$ cat src/design/rbc_pkg.sv
// rbc_pkg: shared widths, command and phase codes, register indexes and
// structs for the retry backoff controller. No dependencies.
`default_nettype none

package rbc_pkg;

    localparam int DELAY_BITS = 20;
    localparam int COUNT_BITS = 8;

    // fixed field widths
    localparam int CMD_BITS    = 3;
    localparam int PHASE_BITS  = 3;
    localparam int OUT_CNT_BITS = 8;
    localparam int TICKS_BITS  = 20;
    localparam int LIMIT_BITS  = 8;
    localparam int FIRST_BITS  = 16;
    localparam int CAP_BITS    = 20;
    localparam int FACTOR_BITS = 12;
    localparam int CFG_IDX_BITS  = 3;
    localparam int CFG_DATA_BITS = 20;

    // working widths
    localparam int CALC_BITS  = (DELAY_BITS > CAP_BITS) ? DELAY_BITS : CAP_BITS;
    localparam int PROD_BITS  = DELAY_BITS + FACTOR_BITS;
    localparam int GROWN_BITS = PROD_BITS - 8;
    localparam int TL_BITS    = (DELAY_BITS > TICKS_BITS) ? DELAY_BITS : TICKS_BITS;
    localparam int CNT_EXT_BITS = (COUNT_BITS > OUT_CNT_BITS) ? COUNT_BITS : OUT_CNT_BITS;

    localparam logic [CALC_BITS-1:0] DELAY_MAX_C =
        CALC_BITS'((64'd1 << DELAY_BITS) - 64'd1);
    localparam logic [COUNT_BITS-1:0] COUNT_MAX = {COUNT_BITS{1'b1}};

    // command codes
    localparam logic [CMD_BITS-1:0] CMD_TICK   = 3'd0;
    localparam logic [CMD_BITS-1:0] CMD_START  = 3'd1;
    localparam logic [CMD_BITS-1:0] CMD_STOP   = 3'd2;
    localparam logic [CMD_BITS-1:0] CMD_CLEAR  = 3'd3;
    localparam logic [CMD_BITS-1:0] CMD_RESULT = 3'd4;
    localparam logic [CMD_BITS-1:0] CMD_FORCE  = 3'd5;

    // phase codes
    localparam logic [PHASE_BITS-1:0] PH_IDLE    = 3'd0;
    localparam logic [PHASE_BITS-1:0] PH_WAIT    = 3'd1;
    localparam logic [PHASE_BITS-1:0] PH_ATTEMPT = 3'd2;
    localparam logic [PHASE_BITS-1:0] PH_FAILED  = 3'd3;
    localparam logic [PHASE_BITS-1:0] PH_OK      = 3'd4;

    // register indexes
    localparam logic [CFG_IDX_BITS-1:0] REG_ENABLE = 3'd0;
    localparam logic [CFG_IDX_BITS-1:0] REG_LIMIT  = 3'd1;
    localparam logic [CFG_IDX_BITS-1:0] REG_FIRST  = 3'd2;
    localparam logic [CFG_IDX_BITS-1:0] REG_CAP    = 3'd3;
    localparam logic [CFG_IDX_BITS-1:0] REG_FACTOR = 3'd4;

    // register reset values and substitutes for out-of-range settings
    localparam logic [LIMIT_BITS-1:0]  LIMIT_RESET    = 8'd10;
    localparam logic [FIRST_BITS-1:0]  FIRST_RESET    = 16'd1000;
    localparam logic [CAP_BITS-1:0]    CAP_RESET      = 20'd10000;
    localparam logic [FACTOR_BITS-1:0] FACTOR_RESET   = 12'd512;
    localparam logic [LIMIT_BITS-1:0]  LIMIT_DEFAULT  = 8'd10;
    localparam logic [FIRST_BITS-1:0]  FIRST_DEFAULT  = 16'd1000;
    localparam logic [CAP_BITS-1:0]    CAP_SCALE      = 20'd10;
    localparam logic [FACTOR_BITS-1:0] FACTOR_ONE     = 12'd256;
    localparam logic [FACTOR_BITS-1:0] FACTOR_DEFAULT = 12'd512;

    typedef struct packed {
        logic                   enable;
        logic [LIMIT_BITS-1:0]  limit;
        logic [DELAY_BITS-1:0]  first;
        logic [DELAY_BITS-1:0]  cap;
        logic [FACTOR_BITS-1:0] factor;
    } eff_cfg_t;

    typedef struct packed {
        logic [PHASE_BITS-1:0]   phase;
        logic [OUT_CNT_BITS-1:0] attempt_count;
        logic [TICKS_BITS-1:0]   ticks_left;
        logic                    attempt_request;
        logic                    accepted;
        logic                    limit_reached;
    } result_t;

endpackage

`default_nettype wire

$ cat src/design/retry_backoff_controller.sv
// retry_backoff_controller: top level with command input register, result
// register and handshake. Depends on rbc_pkg, rbc_cfg and rbc_core.
`default_nettype none

// Retry controller with exponential backoff. Each command transaction
// (tick, start, stop, clear attempts, attempt result, forced result) gives
// exactly one result transaction with the phase, attempt count, ticks left
// and status flags after the update. The block takes one command per clock:
// a command is held in the input register, the state update for it is a
// single pass (one delay by growth factor multiply plus cap compare) into
// the result register, and commands stream at full rate as long as results
// are taken. A result that is not taken stalls the pipeline; the input
// register still accepts one more command. Configuration writes are always
// ready and take effect at once; change them only while no command is in
// flight.
module retry_backoff_controller (
    input  wire logic                              clk,
    input  wire logic                              rst_n,

    input  wire logic                              cfg_valid,
    output wire logic                              cfg_ready,
    input  wire logic [rbc_pkg::CFG_IDX_BITS-1:0]  cfg_index,
    input  wire logic [rbc_pkg::CFG_DATA_BITS-1:0] cfg_data,

    input  wire logic                              cmd_valid,
    output wire logic                              cmd_ready,
    input  wire logic [rbc_pkg::CMD_BITS-1:0]      cmd,
    input  wire logic                              attempt_ok,

    output wire logic                              res_valid,
    input  wire logic                              res_ready,
    output wire logic [rbc_pkg::PHASE_BITS-1:0]    phase,
    output wire logic [rbc_pkg::OUT_CNT_BITS-1:0]  attempt_count,
    output wire logic [rbc_pkg::TICKS_BITS-1:0]    ticks_left,
    output wire logic                              attempt_request,
    output wire logic                              accepted,
    output wire logic                              limit_reached
);

    rbc_pkg::eff_cfg_t eff;
    rbc_pkg::result_t  core_res;
    rbc_pkg::result_t  res_reg;

    logic                         in_full_reg, in_full_next;
    logic [rbc_pkg::CMD_BITS-1:0] in_cmd_reg;
    logic                         in_ok_reg;
    logic                         res_valid_reg, res_valid_next;
    logic                         advance;
    logic                         take;

    assign cfg_ready = 1'b1;

    rbc_cfg u_cfg (
        .clk       (clk),
        .rst_n     (rst_n),
        .cfg_valid (cfg_valid),
        .cfg_index (cfg_index),
        .cfg_data  (cfg_data),
        .eff       (eff)
    );

    rbc_core u_core (
        .clk        (clk),
        .rst_n      (rst_n),
        .step       (advance),
        .cmd        (in_cmd_reg),
        .attempt_ok (in_ok_reg),
        .eff        (eff),
        .res        (core_res)
    );

    // the held command moves on when the result slot is free or being emptied
    assign advance   = in_full_reg && (!res_valid_reg || res_ready);
    assign cmd_ready = !in_full_reg || advance;
    assign take      = cmd_valid && cmd_ready;

    always_comb
    begin
        in_full_next   = take || (in_full_reg && !advance);
        res_valid_next = advance || (res_valid_reg && !res_ready);
    end

    always_ff @(posedge clk or negedge rst_n)
    begin
        if (!rst_n)
        begin
            in_full_reg   <= 1'b0;
            res_valid_reg <= 1'b0;
        end
        else
        begin
            in_full_reg   <= in_full_next;
            res_valid_reg <= res_valid_next;
        end
    end

    always_ff @(posedge clk)
    begin
        if (take)
        begin
            in_cmd_reg <= cmd;
            in_ok_reg  <= attempt_ok;
        end
        if (advance)
            res_reg <= core_res;
    end

    assign res_valid       = res_valid_reg;
    assign phase           = res_reg.phase;
    assign attempt_count   = res_reg.attempt_count;
    assign ticks_left      = res_reg.ticks_left;
    assign attempt_request = res_reg.attempt_request;
    assign accepted        = res_reg.accepted;
    assign limit_reached   = res_reg.limit_reached;

    a_req_phase: assert property (@(posedge clk) disable iff (!rst_n)
        (res_valid && attempt_request) |-> (phase == rbc_pkg::PH_ATTEMPT))
        else $error("attempt request without attempting phase");

    a_ticks_phase: assert property (@(posedge clk) disable iff (!rst_n)
        (res_valid && ticks_left != '0) |-> (phase == rbc_pkg::PH_WAIT))
        else $error("ticks left outside waiting");

    a_acc_phase: assert property (@(posedge clk) disable iff (!rst_n)
        (res_valid && accepted) |-> (phase == rbc_pkg::PH_WAIT
                                     || phase == rbc_pkg::PH_ATTEMPT
                                     || phase == rbc_pkg::PH_FAILED))
        else $error("accepted start left block idle or succeeded");

    a_stall_block: assert property (@(posedge clk) disable iff (!rst_n)
        (in_full_reg && res_valid_reg && !res_ready) |-> !cmd_ready)
        else $error("command taken while pipeline stalled");

    a_result_follows: assert property (@(posedge clk) disable iff (!rst_n)
        advance |=> res_valid)
        else $error("advanced command produced no result");

endmodule

`default_nettype wire

$ cat src/design/rbc_cfg.sv
// rbc_cfg: configuration registers and their effective values.
// Depends on rbc_pkg.
`default_nettype none

module rbc_cfg (
    input  wire logic                              clk,
    input  wire logic                              rst_n,
    input  wire logic                              cfg_valid,
    input  wire logic [rbc_pkg::CFG_IDX_BITS-1:0]  cfg_index,
    input  wire logic [rbc_pkg::CFG_DATA_BITS-1:0] cfg_data,
    output rbc_pkg::eff_cfg_t                      eff
);

    logic                              enable_reg;
    logic [rbc_pkg::LIMIT_BITS-1:0]    limit_reg;
    logic [rbc_pkg::FIRST_BITS-1:0]    first_reg;
    logic [rbc_pkg::CAP_BITS-1:0]      cap_reg;
    logic [rbc_pkg::FACTOR_BITS-1:0]   factor_reg;

    logic [rbc_pkg::FIRST_BITS-1:0]    first_raw;
    logic [rbc_pkg::CAP_BITS-1:0]      first_x10;
    logic [rbc_pkg::CAP_BITS-1:0]      cap_raw;
    logic [rbc_pkg::CALC_BITS-1:0]     first_ext;
    logic [rbc_pkg::CALC_BITS-1:0]     cap_ext;

    always_ff @(posedge clk or negedge rst_n)
    begin
        if (!rst_n)
        begin
            enable_reg <= 1'b0;
            limit_reg  <= rbc_pkg::LIMIT_RESET;
            first_reg  <= rbc_pkg::FIRST_RESET;
            cap_reg    <= rbc_pkg::CAP_RESET;
            factor_reg <= rbc_pkg::FACTOR_RESET;
        end
        else if (cfg_valid)
        begin
            case (cfg_index)
                rbc_pkg::REG_ENABLE: enable_reg <= cfg_data[0];
                rbc_pkg::REG_LIMIT:  limit_reg  <= cfg_data[rbc_pkg::LIMIT_BITS-1:0];
                rbc_pkg::REG_FIRST:  first_reg  <= cfg_data[rbc_pkg::FIRST_BITS-1:0];
                rbc_pkg::REG_CAP:    cap_reg    <= cfg_data[rbc_pkg::CAP_BITS-1:0];
                rbc_pkg::REG_FACTOR: factor_reg <= cfg_data[rbc_pkg::FACTOR_BITS-1:0];
                default: ;
            endcase
        end
    end

    always_comb
    begin
        first_raw = (first_reg == '0) ? rbc_pkg::FIRST_DEFAULT : first_reg;
        first_x10 = rbc_pkg::CAP_BITS'(first_raw) * rbc_pkg::CAP_SCALE;
        // a cap below the first delay falls back to ten times the first delay
        cap_raw   = (cap_reg < rbc_pkg::CAP_BITS'(first_raw)) ? first_x10 : cap_reg;
        first_ext = rbc_pkg::CALC_BITS'(first_raw);
        cap_ext   = rbc_pkg::CALC_BITS'(cap_raw);

        eff.enable = enable_reg;
        eff.limit  = (limit_reg == '0) ? rbc_pkg::LIMIT_DEFAULT : limit_reg;
        eff.first  = (first_ext > rbc_pkg::DELAY_MAX_C)
                   ? rbc_pkg::DELAY_MAX_C[rbc_pkg::DELAY_BITS-1:0]
                   : first_ext[rbc_pkg::DELAY_BITS-1:0];
        eff.cap    = (cap_ext > rbc_pkg::DELAY_MAX_C)
                   ? rbc_pkg::DELAY_MAX_C[rbc_pkg::DELAY_BITS-1:0]
                   : cap_ext[rbc_pkg::DELAY_BITS-1:0];
        eff.factor = (factor_reg < rbc_pkg::FACTOR_ONE) ? rbc_pkg::FACTOR_DEFAULT
                                                        : factor_reg;
    end

endmodule

`default_nettype wire

$ cat src/design/rbc_core.sv
// rbc_core: retry state (phase, attempts, backoff delay, wait counter) and
// the single-pass update for one command. Depends on rbc_pkg.
`default_nettype none

module rbc_core (
    input  wire logic                         clk,
    input  wire logic                         rst_n,
    input  wire logic                         step,
    input  wire logic [rbc_pkg::CMD_BITS-1:0] cmd,
    input  wire logic                         attempt_ok,
    input  wire rbc_pkg::eff_cfg_t            eff,
    output rbc_pkg::result_t                  res
);

    logic [rbc_pkg::PHASE_BITS-1:0] phase_reg, phase_next;
    logic [rbc_pkg::COUNT_BITS-1:0] attempts_reg, attempts_next;
    logic [rbc_pkg::DELAY_BITS-1:0] backoff_reg, backoff_next;
    logic [rbc_pkg::DELAY_BITS-1:0] wait_reg, wait_next;

    logic [rbc_pkg::DELAY_BITS-1:0] wait_dec;
    logic [rbc_pkg::PROD_BITS-1:0]  product;
    logic [rbc_pkg::GROWN_BITS-1:0] grown;
    logic [rbc_pkg::DELAY_BITS-1:0] grown_capped;
    logic [rbc_pkg::COUNT_BITS-1:0] attempts_inc;
    logic [rbc_pkg::TL_BITS-1:0]    ticks_ext;
    logic [rbc_pkg::CNT_EXT_BITS-1:0] count_ext;
    logic                           req;
    logic                           acc;

    function automatic logic is_exhausted(
        input logic [rbc_pkg::COUNT_BITS-1:0] attempts,
        input logic [rbc_pkg::LIMIT_BITS-1:0] limit
    );
        logic [rbc_pkg::CNT_EXT_BITS-1:0] a_ext;
        a_ext = rbc_pkg::CNT_EXT_BITS'(attempts);
        return (a_ext >= rbc_pkg::CNT_EXT_BITS'(limit)) || (attempts == rbc_pkg::COUNT_MAX);
    endfunction

    always_comb
    begin
        wait_dec     = (wait_reg != '0) ? wait_reg - 1'b1 : '0;
        attempts_inc = (attempts_reg != rbc_pkg::COUNT_MAX) ? attempts_reg + 1'b1
                                                            : attempts_reg;
        product      = rbc_pkg::PROD_BITS'(backoff_reg) * rbc_pkg::PROD_BITS'(eff.factor);
        grown        = product[rbc_pkg::PROD_BITS-1:8];
        grown_capped = (grown > rbc_pkg::GROWN_BITS'(eff.cap)) ? eff.cap
                                                               : grown[rbc_pkg::DELAY_BITS-1:0];

        phase_next    = phase_reg;
        attempts_next = attempts_reg;
        backoff_next  = backoff_reg;
        wait_next     = wait_reg;
        req           = 1'b0;
        acc           = 1'b0;

        case (cmd)
            rbc_pkg::CMD_TICK:
            begin
                if (phase_reg == rbc_pkg::PH_WAIT)
                begin
                    wait_next = wait_dec;
                    if (wait_dec == '0)
                    begin
                        phase_next    = rbc_pkg::PH_ATTEMPT;
                        attempts_next = attempts_inc;
                        req           = 1'b1;
                    end
                end
            end
            rbc_pkg::CMD_START:
            begin
                if (eff.enable)
                begin
                    acc = 1'b1;
                    if (phase_reg != rbc_pkg::PH_WAIT && phase_reg != rbc_pkg::PH_ATTEMPT)
                    begin
                        if (phase_reg == rbc_pkg::PH_FAILED)
                            attempts_next = '0;
                        backoff_next = eff.first;
                        // out of attempts already: fail without waiting
                        if (is_exhausted(attempts_next, eff.limit))
                        begin
                            phase_next = rbc_pkg::PH_FAILED;
                            wait_next  = '0;
                        end
                        else
                        begin
                            phase_next = rbc_pkg::PH_WAIT;
                            wait_next  = eff.first;
                        end
                    end
                end
            end
            rbc_pkg::CMD_STOP:
            begin
                if (phase_reg == rbc_pkg::PH_WAIT || phase_reg == rbc_pkg::PH_ATTEMPT)
                begin
                    phase_next = rbc_pkg::PH_IDLE;
                    wait_next  = '0;
                end
            end
            rbc_pkg::CMD_CLEAR:
            begin
                attempts_next = '0;
                if (phase_reg == rbc_pkg::PH_FAILED)
                    phase_next = rbc_pkg::PH_IDLE;
            end
            rbc_pkg::CMD_RESULT:
            begin
                if (phase_reg == rbc_pkg::PH_ATTEMPT)
                begin
                    if (attempt_ok)
                        phase_next = rbc_pkg::PH_OK;
                    else
                    begin
                        backoff_next = grown_capped;
                        if (is_exhausted(attempts_reg, eff.limit))
                        begin
                            phase_next = rbc_pkg::PH_FAILED;
                            wait_next  = '0;
                        end
                        else
                        begin
                            phase_next = rbc_pkg::PH_WAIT;
                            wait_next  = grown_capped;
                        end
                    end
                end
            end
            rbc_pkg::CMD_FORCE:
            begin
                wait_next = '0;
                if (attempt_ok)
                begin
                    attempts_next = '0;
                    phase_next    = rbc_pkg::PH_OK;
                end
                else
                begin
                    attempts_next = attempts_inc;
                    phase_next    = rbc_pkg::PH_FAILED;
                end
            end
            default: ;
        endcase

        ticks_ext = (phase_next == rbc_pkg::PH_WAIT) ? rbc_pkg::TL_BITS'(wait_next) : '0;
        count_ext = rbc_pkg::CNT_EXT_BITS'(attempts_next);

        res.phase           = phase_next;
        res.attempt_count   = (count_ext > rbc_pkg::CNT_EXT_BITS'({rbc_pkg::OUT_CNT_BITS{1'b1}}))
                            ? {rbc_pkg::OUT_CNT_BITS{1'b1}}
                            : count_ext[rbc_pkg::OUT_CNT_BITS-1:0];
        res.ticks_left      = (ticks_ext > rbc_pkg::TL_BITS'({rbc_pkg::TICKS_BITS{1'b1}}))
                            ? {rbc_pkg::TICKS_BITS{1'b1}}
                            : ticks_ext[rbc_pkg::TICKS_BITS-1:0];
        res.attempt_request = req;
        res.accepted        = acc;
        res.limit_reached   = is_exhausted(attempts_next, eff.limit);
    end

    always_ff @(posedge clk or negedge rst_n)
    begin
        if (!rst_n)
        begin
            phase_reg    <= rbc_pkg::PH_IDLE;
            attempts_reg <= '0;
            backoff_reg  <= '0;
            wait_reg     <= '0;
        end
        else if (step)
        begin
            phase_reg    <= phase_next;
            attempts_reg <= attempts_next;
            backoff_reg  <= backoff_next;
            wait_reg     <= wait_next;
        end
    end

endmodule

`default_nettype wire
$ cat config.mk
export PLATFORM = sky130hd
export DESIGN_NAME = retry_backoff_controller
export DESIGN_NICKNAME = d
export VERILOG_FILES = /design/src/design/rbc_pkg.sv /design/src/design/retry_backoff_controller.sv /design/src/design/rbc_cfg.sv /design/src/design/rbc_core.sv
export SDC_FILE = /design/constraint.sdc
export NUM_CORES = 1
export LEC_CHECK = 0
export BUFFER_PORTS_ARGS = -buffer_cell sky130_fd_sc_hd__buf_2
export CAP_MARGIN = 30
export CORE_ASPECT_RATIO = 1.4
export CORE_MARGIN = 3
export CORE_UTILIZATION = 45
export CTS_BUF_LIST = sky130_fd_sc_hd__clkbuf_8
export DETAILED_ROUTE_END_ITERATION = 10
export PLACE_DENSITY = 0.61
export SLEW_MARGIN = 25
export SYNTH_ARGS = -nofsm -noshare
export SYNTH_HDL_FRONTEND = slang
export SYNTH_SLANG_ARGS = --single-unit
$ cat constraint.sdc
create_clock -name clk -period 12.89 [get_ports clk]
set_input_delay 1.9335 -clock clk [delete_from_list [all_inputs] [get_ports clk]]
set_output_delay 1.9335 -clock clk [all_outputs]
set_load 0.01 [all_outputs]
## Yosys cells after proc, flatten, opt, wreduce, memory -nomap -nowiden

Cells that the tools add are included.
Widths: inputs -> output; s select.

| word-level totals | value |
|---|---|
| output and inout port bits | 37 |
| bits in latches | 0 |
| flip-flop bits (word level) | 148 |
| ROM bits | 0 |
| input bits | 32 |
| logic and storage cells | 133 |
| bits in writable memories | 0 |
| memories kept | 0 |

| operators by class | value |
|---|---|
| eq/ne operators | 23 |
| shift operators | 0 |
| reduce and logical (&&, ||, !) cells | 31 |
| bitwise logic cells | 0 |
| multipliers | 2 |
| add/sub/neg operators | 2 |
| muxes and demuxes | 47 |
| $lt $le $gt $ge | 9 |
| div/mod/pow operators | 0 |

Operator list:

| operator | count |
|---|---|
| $mux 20 | 16 |
| $pmux 20 s5 | 1 |
| $mux 8 | 11 |
| $gt 20x20->1 const B | 2 |
| $pmux 20 s2 | 1 |
| $mul 20x12->32 | 1 |
| $mux 16 | 2 |
| $pmux 8 s4 | 1 |
| $mux 3 | 9 |
| $eq 8x8->1 const B | 3 |
| $ge 8x8->1 | 3 |
| $gt 24x20->1 | 1 |
| $logic_not 20->1 | 1 |
| $lt 20x16->1 | 1 |
| $reduce_bool 20->1 | 1 |
| $sub 20x1->20 const B | 1 |
| $mul 16x3->19 const B | 1 |
| $eq 3x2->1 const B | 6 |
| $pmux 3 s6 | 1 |
| $logic_not 16->1 | 1 |
| $eq 3x1->1 const B | 4 |
| $lt 12x9->1 const B | 1 |
| $mux 12 | 1 |
| $reduce_and 2->1 | 6 |
| other kinds (17) | 38 |

## Depth between registers and ports, before layout

Gate-level depths: netlist of run 1.

| depth | value |
|---|---|
| depth in word-level cells | 14 |
| depth in mapped cells | 34 |
| mapped depth without buffers | 32 |

## Hierarchy

From an unflattened synthesis of run 1, not the netlist that was laid out.

| second synthesis, totals | value |
|---|---|
| cells, all modules | 2,251 |
| area total of the unflattened synthesis | 19,259.7 um^2 |

By module, submodules not included:

| module | area each (um^2) | times used | cells an instance | seq. area each (um^2) |
|---|---|---|---|---|
| rbc_core | 14,079.8 | 1 | 1,822 | 1,276.2 |
| rbc_cfg | 3,923.8 | 1 | 381 | 1,443.9 |
| retry_backoff_controller | 1,256.2 | 1 | 48 | 1,191.1 |

## Least setup slack after synthesis of run 1

No wires, ideal clock.

| timing | value |
|---|---|
| path kind | register -> register |
| start | register u_cfg.factor_reg[11] (netlist bit) |
| end | register res_reg (netlist bit ticks_left[10]) (data pin) |
| buffers on the path | 2 |
| cell stages (with the launch flop) | 31 |
| library setup time | 0.269 ns |
| required time | 12.621 ns |
| arrival time | 8.279 ns |
| period minus slack after synthesis | 8.548 ns |
| slack | 4.342 ns |
| cells stage by stage | dfrtp_1 -> nor4_1 -> or2_2 -> clkbuf_1 -> and2_1 -> fa_1 -> fa_1 -> fa_1 -> fa_1 -> inv_1 -> fa_1 -> inv_1 -> ha_1 -> a21oi_1 -> o21ai_0 -> a311o_1 -> a21oi_1 -> a21boi_0 -> or2_2 -> o311ai_0 -> inv_1 -> ha_1 -> a21oi_1 -> o21ai_0 -> nor4_1 -> o32ai_1 -> a211o_1 -> buf_2 -> mux2i_1 -> a221oi_1 -> nor3_1 |

| between the ends | value |
|---|---|
| longest elaborated chain between the ends | 11 |

Ends and longest elaborated chain:

| element | line | text |
|---|---|---|
| start: declaration | rbc_cfg.sv:18 | `logic [rbc_pkg::FACTOR_BITS-1:0] factor_reg;` |
| start signal: assignment | rbc_cfg.sv:34 | `factor_reg <= rbc_pkg::FACTOR_RESET;` |
| start signal: assignment | rbc_cfg.sv:43 | `rbc_pkg::REG_FACTOR: factor_reg <= cfg_data[rbc_pkg::FACTOR_BITS-1:0];` |
| $lt 12x9->1 | rbc_cfg.sv:66 | `eff.factor = (factor_reg < rbc_pkg::FACTOR_ONE) ? rbc_pkg::FACTOR_DEFAULT` |
| $mux 12 * | rbc_cfg.sv:66 |  |
| $mul 20x12->32 * | rbc_core.sv:44 | `product = rbc_pkg::PROD_BITS'(backoff_reg) * rbc_pkg::PROD_BITS'(eff.factor);` |
| $gt 24x20->1 | rbc_core.sv:46 | `grown_capped = (grown > rbc_pkg::GROWN_BITS'(eff.cap)) ? eff.cap` |
| $mux 20 * | rbc_core.sv:46 |  |
| $mux 20 * | rbc_core.sv:117 | `if (is_exhausted(attempts_reg, eff.limit))` |
| $mux 20 * | rbc_core.sv:112 | `if (attempt_ok)` |
| $mux 20 * | rbc_core.sv:110 | `if (phase_reg == rbc_pkg::PH_ATTEMPT)` |
| $pmux 20 s5 * | rbc_core.sv:56 | `case (cmd)` |
| $mux 20 * | rbc_core.sv:147 | `ticks_ext = (phase_next == rbc_pkg::PH_WAIT) ? rbc_pkg::TL_BITS'(wait_next) : '0;` |
| $gt 20x20->1 | rbc_core.sv:154 | `res.ticks_left = (ticks_ext > rbc_pkg::TL_BITS'({rbc_pkg::TICKS_BITS{1'b1}}))` |
| end signal: assignment | retry_backoff_controller.sv:105 | `res_reg <= core_res;` |
| end: declaration | retry_backoff_controller.sv:42 | `rbc_pkg::result_t res_reg;` |

Mark *: on every way between the ends. The rest lies on a longest branch, timed or not.
A chain may end at the register's enable or synchronous reset.

## Final worst setup path of run 1

| timing | value |
|---|---|
| start | register u_cfg.factor_reg[8] (netlist bit) |
| end | register res_reg (netlist bit ticks_left[15]) (data pin) |

Same word-level chain as after synthesis.

==> impl_metrics.json, run 1 <==
{
  "die_w_um": 175,
  "avgSynthCellArea_um2": 8.60,
  "cts-resized-gates": 0,
  "cts.clk_slew.worst_paths_ns": 0.08,
  "critPathKind": "reg2reg",
  "ys_warn_count": 0,
  "holdCritPathClass": "reg2reg",
  "route.detailed.drc": 0,
  "dieArea_mm2": 0.0426,
  "grt_pass1_vias": 15700,
  "grt_usage_pct": 25.6,
  "grt_overflow": 0,
  "cts_hold_buf": 0,
  "ios": 69,
  "ys_ff_latch": 148,
  "start_util_pct": 45.8,
  "fmax_mhz": 98.0,
  "slowest_delay_ns": 0.92,
  "dr_total_vias": 15000,
  "synth_cells": 2101,
  "final_cell_mix": "293 x nand2_1, 287 x inv_1, 180 x fa_1",
  "nNetsFinal": 2455,
  "end_kind": "flop",
  "post-route-min-period_ns": 10.20,
  "outcome": "complete, no violations",
  "ys_top_cells_by_area": "fa_1 20%, dfrtp_1 13%, ha_1 11%",
  "arrival_ns": 10.50,
  "slew_violations": 0,
  "cts_tree": "done",
  "fillers": 3907,
  "wl_um": 53500,
  "grt_pass1_wl_um": 86000,
  "setup_violations": 0,
  "yosysTopAreaCell": "fa_1",
  "fp-row-count": 86,
  "post_cts_buffers": 0,
  "relSlewSlack_pct": 32.5,
  "drive_gt1_share_pct": 10.8,
  "rsz0062_at_grt": "false",
  "worstPathMaxFanout": 23,
  "hold_viol": 0,
  "ant_nets": 0,
  "reg2reg_from": "u_cfg.factor_reg[8]$_DFFE_PN0P_",
  "synth_cell_types": 86,
  "synthFlopType": "dfrtp_1",
  "antenna_found_initial": 0,
  "clock_latency_ns": 0.50,
  "cts_max_path_buffers": 2,
  "synthArstFlopShare_pct": 74.3,
  "n_antenna_cell": 0,
  "reg2reg_slack_ns": 2.69,
  "period_share_pct": 79.1,
  "cts-root-buf": "clkbuf_8",
  "vias_per_cell": 5.70,
  "critical-path-top-delay-family": "compound AO/OA/AOI/OAI gates",
  "reg2reg_depth": 29,
  "gp_congestion": 0.937,
  "synth_area_mm2": 0.0181,
  "maxCapViolCount": 0,
  "critPathBufInv": 4,
  "grt_max_degree": 64,
  "fin_skew_ns": 0.0165,
  "holdPathStages": 1,
  "first_pass_iters": 5,
  "startpoint_type": "flop",
  "dp_hpwl_um": 41900,
  "setup_tns_ns": 0,
  "layout_commonest_cell": "nand2_1",
  "portBuffers": 67,
  "seq_area_frac_synth_pct": 21.6,
  "critPathLaunch": "u_cfg.factor_reg[8]$_DFFE_PN0P_",
  "synth_top_area_share_pct": 19.9,
  "die_y_um": 243,
  "crit_slowest_cell": "dfrtp_1",
  "drt_iter0_drc": 696,
  "place_ws_ns": 2.72,
  "synth-edff-count": 38,
  "tightest_slew_ns": 1.01,
  "cts.sinks": 148,
  "min_from": "in_full_reg$_DFF_PN0_",
  "cts_made_buffers": 17,
  "required_ns": 13.19,
  "hold_end": "res_valid$_DFF_PN0_",
  "h-tree-depth": 4,
  "worst_slack_ns": 2.69,
  "syn-num-nets": 2469,
  "core_mm2": 0.0395,
  "worstReg2RegEnd": "ticks_left[15]$_SDFFCE_PN1P_",
  "syn_to_final_growth_pct": 5.68,
  "avgRoutedWirePerCell_um": 20.4
}
[layout make-up]
type | instances | area (um^2) | area share, %
Timing Repair Buffer | 89 | 522 | 2.73
Clock buffer | 18 | 248 | 1.30
Multi-Input combinational cell | 1545 | 12600 | 65.7
Clock inverter | 14 | 138 | 0.720
Inverter | 286 | 1070 | 5.62
Sequential cell | 148 | 3910 | 20.5
Tap cell | 528 | 661 | 3.46
[worst max path at each step]
stage                     cells after the start  slack, ns                           end
after CTS                                    29       2.67  ticks_left[15]$_SDFFCE_PN1P_
after floorplan                              30       4.34  ticks_left[10]$_SDFFCE_PN1P_
after global routing                         29       2.05  ticks_left[12]$_SDFFCE_PN1P_
after global placement                       28       2.49  ticks_left[12]$_SDFFCE_PN1P_
final                                        29       2.69  ticks_left[15]$_SDFFCE_PN1P_
after detailed placement                     29       2.72  ticks_left[12]$_SDFFCE_PN1P_
[metrics by stage]
stage / cell area (um^2) / util [%] / instances / hold slack, ns
2_1_floorplan: 18100 / - / 2101 / 0.457
3_3_place_gp: 18700 / 47.2 / 2592 / 0.465
3_5_place_dp: 18700 / 47.3 / 2592 / 0.480
4_1_cts: 19100 / 48.3 / 2624 / 0.501
5_1_grt: 19100 / 48.4 / 2628 / 0.520
6_report: 19100 / 48.4 / 2628 / 0.505
[kinds of logic (layout without fill, tap and decap cells)]
kind of cell    after synthesis  in the layout  share of synthesized area (%)
fa+ha+maj                   336            336                           30.7
flops                       148            148                           21.6
other cells                   1              1                         0.0207
simple gates                692            692                           18.4
xor+xnor                     34             34                           1.65
buf+inv                     408            407                           9.16
compound gates              413            413                           14.3
mux                          69             69                           4.13
[metal layers]
metal / track usage, % / vias up / routed length [um] / part of all wire (%)
li1: - / 6966 / - / -
met1: 30.0 / 7438 / 21000 / 39
met3: 2.71 / 115 / 2150 / 4.0
met4: 10.3 / 0 / 2060 / 3.8
met2: 47.2 / 466 / 28300 / 53
met5: 0 / - / 0 / 0
[synthesized netlist by cell type, types with 6 or more instances]
master / number
nand4_1: 16
nor4_1: 19
inv_1: 286
a211oi_1: 8
xnor2_1: 21
o31ai_1: 8
a31oi_1: 19
dfrtp_1: 96
o21ai_0: 114
nor2b_1: 26
nand3b_1: 6
xor2_1: 13
mux2i_1: 25
a21oi_1: 140
nor2_1: 127
a221oi_1: 16
and2_1: 77
or2_2: 11
nor3_1: 33
a21o_1: 23
mux2_2: 44
clkbuf_8: 9
fa_1: 180
nand2b_1: 16
a31o_2: 6
nand3_1: 21
ha_1: 156
edfxtp_1: 38
nand2_1: 293
clkbuf_1: 105
dfstp_2: 14
o21a_1: 10
[worst reg2reg max path: cells and delay by family (launching register included)]
family	cells	cell delay (ns)
AOI/OAI and AO/OA	11	3.25
adders and majority gates	7	3.07
and+or+nand+nor	6	2.07
DFF	1	0.92
muxes	1	0.46
buffers and inverters	4	0.23
Power of run 1 is left out: the tool's default activity adds up to more than one toggle a clock period on the data nets, which glitch-free logic cannot reach.
==> run 2: changes to the inputs <==
--- a/config.mk
+++ b/config.mk
@@ -5,6 +5,7 @@
 export SDC_FILE = /design/constraint.sdc
 export NUM_CORES = 1
 export LEC_CHECK = 0
+export ABC_AREA = 1
 export BUFFER_PORTS_ARGS = -buffer_cell sky130_fd_sc_hd__buf_2
 export CAP_MARGIN = 30
 export CORE_ASPECT_RATIO = 1.4
@@ -12,7 +13,7 @@
 export CORE_UTILIZATION = 45
 export CTS_BUF_LIST = sky130_fd_sc_hd__clkbuf_8
 export DETAILED_ROUTE_END_ITERATION = 10
-export PLACE_DENSITY = 0.61
+export PLACE_DENSITY = 0.63
 export SLEW_MARGIN = 25
 export SYNTH_ARGS = -nofsm -noshare
 export SYNTH_HDL_FRONTEND = slang
==> constraint.sdc (replaced) <==
create_clock -name clk -period 8.6 [get_ports clk]
set_input_delay 1.29 -clock clk [delete_from_list [all_inputs] [get_ports clk]]
set_output_delay 1.29 -clock clk [all_outputs]
set_load 0.01 [all_outputs]
==> run 2 against run 1 <==
Utilization grew 0.44 points. Synthesized cell count grew 22%. Highest routed layer unchanged. Maximum frequency grew 25%. Critical endpoint is now ticks_left[10]$_SDFFCE_PN1P_. Final area grew 5.5%.
==> impl_metrics.json, run 2 <==
{
  "n_antenna_cell": 0,
  "end_kind": "flop",
  "ys_top_cells_by_area": "fa_1 19%, nand2_1 13%, dfrtp_1 13%",
  "synthArstFlopShare_pct": 74.3,
  "synth_top_area_share_pct": 19.1,
  "seq_area_frac_synth_pct": 20.8,
  "avgSynthCellArea_um2": 7.35,
  "layout_commonest_cell": "nand2_1",
  "gp_congestion": 0.944,
  "fin_area_mm2": 0.0202,
  "ant_nets": 0,
  "h-tree-depth": 4,
  "synth_cells": 2559,
  "critPathKind": "reg2reg",
  "wl_um": 60800,
  "fmax_mhz": 123,
  "outcome": "complete, no violations",
  "period_share_pct": 94.7,
  "slowest_delay_ns": 0.58,
  "cts_max_path_buffers": 2,
  "rsz0062_at_grt": "false",
  "die_y_um": 248,
  "ys_warn_count": 0,
  "slew_violations": 0,
  "drive_gt1_share_pct": 8.33,
  "fillers": 4186,
  "avgRoutedWirePerCell_um": 19.4,
  "clock_latency_ns": 0.51,
  "holdCritPathClass": "reg2reg",
  "vias_per_cell": 5.43,
  "cts_hold_buf": 0,
  "dr_total_vias": 17000,
  "cts.sinks": 148,
  "ys_ff_latch": 148,
  "post-route-min-period_ns": 8.14,
  "syn_to_final_growth_pct": 7.10,
  "arrival_ns": 8.47,
  "ios": 69,
  "antenna_found_initial": 0,
  "die_w_um": 179,
  "crit_path_frequent_cell": "inv_1",
  "synth_cell_types": 57,
  "place_ws_ns": 0.184,
  "grt_max_degree": 61,
  "dp_hpwl_um": 48300,
  "drt_iter0_drc": 1394,
  "synthFlopType": "dfrtp_1",
  "worst_slack_ns": 0.459,
  "cts-root-buf": "clkbuf_8",
  "synth_area_mm2": 0.0188,
  "worstPathMaxFanout": 20,
  "required_ns": 8.93,
  "startpoint_type": "flop",
  "tightest_slew_ns": 0.908,
  "portBuffers": 67,
  "grt_overflow": 0,
  "relSlewSlack_pct": 39.3,
  "cts_tree": "done",
  "fin_skew_ns": 0.0208,
  "place_area_mm2": 0.0196,
  "synth-edff-count": 38,
  "first_pass_iters": 6,
  "fp-row-count": 88,
  "syn-num-nets": 2927,
  "nNetsFinal": 2947,
  "cts.clk_slew.worst_paths_ns": 0.09,
  "setup_violations": 0,
  "final_cell_mix": "651 x nand2_1, 485 x inv_1, 180 x fa_1",
  "maxCapViolCount": 0,
  "grt_pass1_vias": 17500,
  "start_util_pct": 45.6,
  "yosysTopAreaCell": "fa_1",
  "crit_slowest_cell": "dfstp_2",
  "yosysMostFrequentCell": "nand2_1",
  "cts_made_buffers": 17,
  "core_mm2": 0.0413,
  "route.detailed.drc": 0,
  "hold_viol": 0,
  "ys_top_cells_by_count": "658 x nand2_1, 486 x inv_1, 180 x fa_1",
  "grt_pass1_wl_um": 96100,
  "dieArea_mm2": 0.0443,
  "hold-worst-slack_ns": 0.501,
  "setup_tns_ns": 0,
  "grt_usage_pct": 28.4
}
run 2: changes by cell type after synthesis, sizes merged, moves of 22 or more:
cell / delta
a21o: -22
and2: -78
clkbuf: -32
inv: +203
mux2: -44
mux2i: -22
nand2: +371
nand3: +102
nor2: +68
nor2b: -26
o21ai: +45
run 2: logic make-up after synthesis:
| kind of cell | synth area share, % |
|---|---|
| adder cells (fa/ha/maj) | 29.5 |
| flip-flops | 20.8 |
| XOR/XNOR | 1.91 |
| multiplexers | 0.160 |
| AND/OR/NAND/NOR | 23.7 |
| other | 0.0199 |
| buffers and inverters | 12.3 |
| AO/OA/AOI/OAI | 11.6 |
run 2: timing repair:
item                       CTS  global route
hold endpoints to repair     0             0
setup buffers                0             1
setup endpoints to repair    0            60
gates resized for setup      0            29
run 2: final cells by class:
type / instances / area (um^2) / area share [%]
multi-input combinational: 1809 / 12700 / 62.8
sequential: 148 / 3910 / 19.4
inverter: 501 / 1900 / 9.40
tap: 540 / 676 / 3.35
timing repair buffer: 99 / 589 / 2.92
clock buffer: 18 / 248 / 1.23
clock inverter: 14 / 148 / 0.733
timing repair inverter: 3 / 22.5 / 0.112
run 2: worst max-delay path, delay by kind of cell, from the launching register on:
kind            cells  cell delay (ns)
compound gates      2             0.24
xor+xnor            1             0.21
fa+ha+maj           7             3.17
buf+inv            10             1.04
flops               1             0.58
simple gates       21             2.69
run 2: per-stage QoR:
step | cells | util [%]
floorplan | 2559 | -
global placement | 3094 | 47.5
detailed placement | 3094 | 47.5
CTS | 3126 | 48.5
global route | 3132 | 48.8
finish | 3132 | 48.8
run 2: worst paths after layout:
kind / start / to / slack [ns] / depth (start not counted)
max: u_cfg.factor_reg[9]$_DFFE_PN1P_ / ticks_left[10]$_SDFFCE_PN1P_ / 0.46 / 41
min: u_cfg.first_reg[7]$_DFFE_PN1P_ / u_cfg.first_reg[7]$_DFFE_PN1P_ / 0.50 / 2
max reg2reg: u_cfg.factor_reg[9]$_DFFE_PN1P_ / ticks_left[10]$_SDFFCE_PN1P_ / 0.46 / 41
min reg2reg: u_cfg.first_reg[7]$_DFFE_PN1P_ / u_cfg.first_reg[7]$_DFFE_PN1P_ / 0.50 / 2
max in group asynchronous: rst_n / u_cfg.first_reg[13]$_DFFE_PN0P_ / 6.45 / 2
min in group asynchronous: rst_n / u_core.wait_reg[18]$_DFFE_PN0P_ / 0.84 / 1
run 2: metal layers:
layer  global-route usage (%)  up-vias  wire length [um]  share of wire [%]
met5                        0        -                 0                  0
met4                     15.9        0              4110                6.8
met3                     3.28      170              2680                4.4
met2                     50.5      584             30900                 51
met1                     32.8     8178             23100                 38
li1                         -     8072                 -                  -
Power of run 2 is left out for the same reason.
==> run 3: changes to the inputs <==
--- a/config.mk
+++ b/config.mk
@@ -8,12 +8,12 @@
 export ABC_AREA = 1
 export BUFFER_PORTS_ARGS = -buffer_cell sky130_fd_sc_hd__buf_2
 export CAP_MARGIN = 30
-export CORE_ASPECT_RATIO = 1.4
 export CORE_MARGIN = 3
 export CORE_UTILIZATION = 45
 export CTS_BUF_LIST = sky130_fd_sc_hd__clkbuf_8
 export DETAILED_ROUTE_END_ITERATION = 10
 export PLACE_DENSITY = 0.63
+export SETUP_SLACK_MARGIN = 0.02
 export SLEW_MARGIN = 25
 export SYNTH_ARGS = -nofsm -noshare
 export SYNTH_HDL_FRONTEND = slang
==> run 3 against run 2 <==
Critical path depth decreased by 5. Flip-flop and latch count unchanged. Final area decreased by 0.12%. Wire length decreased by 3.6%. Sequential share of layout area about the same. Cell count decreased by 0.29%. Global-route usage decreased by 1.4 points. Utilization increased by 0.16 points. Count of clock-buffer cells in the layout decreased by 1. Maximum frequency increased by 0.47%. Clock skew decreased by 0.00068 ns. Critical path type unchanged. Critical endpoint unchanged.
==> impl_metrics.json, run 3 (synthesized netlist as in run 2, its figures left out) <==
{
  "outcome": "complete, no violations",
  "reg2reg_from": "u_cfg.factor_reg[9]$_DFFE_PN1P_",
  "grt_pass1_vias": 17000,
  "core_mm2": 0.0411,
  "final_cell_mix": "656 x nand2_1, 484 x inv_1, 180 x fa_1",
  "portBuffers": 67,
  "holdPathStages": 2,
  "n_antenna_cell": 0,
  "ant_nets": 0,
  "vias_per_cell": 5.46,
  "hold_viol": 0,
  "clock_latency_ns": 0.51,
  "nNetsFinal": 2946,
  "ios": 69,
  "gp_congestion": 0.985,
  "startpoint_type": "flop",
  "wl_um": 58600,
  "worstPathMaxFanout": 20,
  "syn_to_final_growth_pct": 6.97,
  "arrival_ns": 8.31,
  "instances_no_fill": 3123,
  "die_y_um": 211,
  "slew_violations": 0,
  "crit_path_frequent_cell": "nand2_1",
  "setup_violations": 0,
  "cts_hold_buf": 0,
  "cts_tree": "done",
  "maxCapViolCount": 0,
  "dieArea_mm2": 0.0443,
  "rsz0062_at_grt": "false",
  "drt_iter0_drc": 1220,
  "holdCritPathClass": "reg2reg",
  "required_ns": 8.80,
  "fp-row-count": 74,
  "crit_slowest_cell": "fa_1",
  "cts.sinks": 148,
  "slowest_delay_ns": 0.57,
  "hold_end": "u_cfg.factor_reg[2]$_DFFE_PN0P_",
  "avgRoutedWirePerCell_um": 18.8,
  "grt_pass1_wl_um": 93900,
  "critPathBufInv": 8,
  "setup_tns_ns": 0,
  "grt_max_degree": 46,
  "antenna_found_initial": 1,
  "tightest_slew_ns": 0.932,
  "grt_usage_pct": 26.9,
  "h-tree-depth": 4,
  "dr_total_vias": 17100,
  "layout_commonest_cell": "nand2_1",
  "cts_made_buffers": 17,
  "reg2reg_depth": 36,
  "grt_overflow": 0,
  "route.detailed.drc": 0,
  "place_inst": 3084,
  "worstReg2RegEnd": "ticks_left[10]$_SDFFCE_PN1P_",
  "cts-root-buf": "clkbuf_8",
  "first_pass_iters": 7,
  "period_share_pct": 94.2,
  "min_from": "u_cfg.factor_reg[2]$_DFFE_PN0P_",
  "dp_hpwl_um": 46400,
  "cts.clk_slew.worst_paths_ns": 0.11,
  "critical-path-top-delay-family": "adder cells",
  "start_util_pct": 45.8,
  "end_kind": "flop",
  "drive_gt1_share_pct": 7.99,
  "fmax_mhz": 123,
  "die_w_um": 211,
  "reg2reg_slack_ns": 0.50,
  "critPathKind": "reg2reg",
  "utilization_pct": 49.0,
  "post-route-min-period_ns": 8.10,
  "relSlewSlack_pct": 37.8,
  "cts_max_path_buffers": 2,
  "fin_skew_ns": 0.0201
}
==> run 3: cell types whose count changed in the layout (fill, tap and decap cells not counted), moves of 2 or more <==
cell	before	now
nand2_2	11	6
clkinvlp_4	8	5
inv_8	1	3
buf_12	0	2
nand2_1	651	656
o21ai_1	8	6
clkinv_1	9	7
o21ai_0	150	152
clkinv_2	3	0
nor2_1	174	176
clkinv_4	1	3
==> run 3: worst max-delay path by stage <==
| stage | cells after the start | endpoint | start |
|---|---|---|---|
| final | 36 | ticks_left[10]$_SDFFCE_PN1P_ | u_cfg.factor_reg[9]$_DFFE_PN1P_ |
| after global routing | 41 | ticks_left[10]$_SDFFCE_PN1P_ | u_cfg.factor_reg[9]$_DFFE_PN1P_ |
| after CTS | 40 | ticks_left[10]$_SDFFCE_PN1P_ | u_cfg.factor_reg[9]$_DFFE_PN1P_ |
| after detailed placement | 40 | ticks_left[10]$_SDFFCE_PN1P_ | u_cfg.factor_reg[9]$_DFFE_PN1P_ |
| after global placement | 40 | ticks_left[10]$_SDFFCE_PN1P_ | u_cfg.factor_reg[11]$_DFFE_PN0P_ |
| after floorplan | 36 | ticks_left[18]$_SDFFCE_PN1P_ | u_cfg.factor_reg[9]$_DFFE_PN1P_ |
==> run 3: area by class of cell <==
type,count,area (um^2)
multi-input cells,1809,12600
repair buffers,100,618
clock buffers,17,234
well taps,532,666
clock inverters,15,184
fillers,4203,21000
repair inverters,1,5.00
flip-flops and latches,148,3910
inverters,501,1900
==> run 3: metrics by stage <==
stage                     cell area [um^2]  setup WS (ns)  hold slack, ns
after CTS                            20000          0.400           0.505
after global routing                 20100         0.0307           0.529
after floorplan                      18800           1.27           0.453
after global placement               19600          0.558           0.465
final                                20100          0.497           0.504
after detailed placement             19600          0.457           0.478
==> run 3: worst min-delay path: stages, from the launching register on <==
cell     delay, ns
dfrtp_1       0.36
nand2_1       0.05
o21ai_0       0.06
==> run 3: repair_timing <==
| item | in CTS | in global routing |
|---|---|---|
| setup endpoints to repair | 0 | 52 |
| hold endpoints to repair | 0 | 0 |
| resized for setup | 0 | 12 |
| setup buffers | 0 | 5 |
==> run 3: routing by layer <==
layer	share of wire [%]	up-vias	global-route usage, %
li1	-	8084	-
met4	2.8	2	8.11
met1	45	8296	38.0
met2	46	570	43.9
met5	0.022	-	0
met3	6.2	98	3.29
Power of run 3 is left out for the same reason.
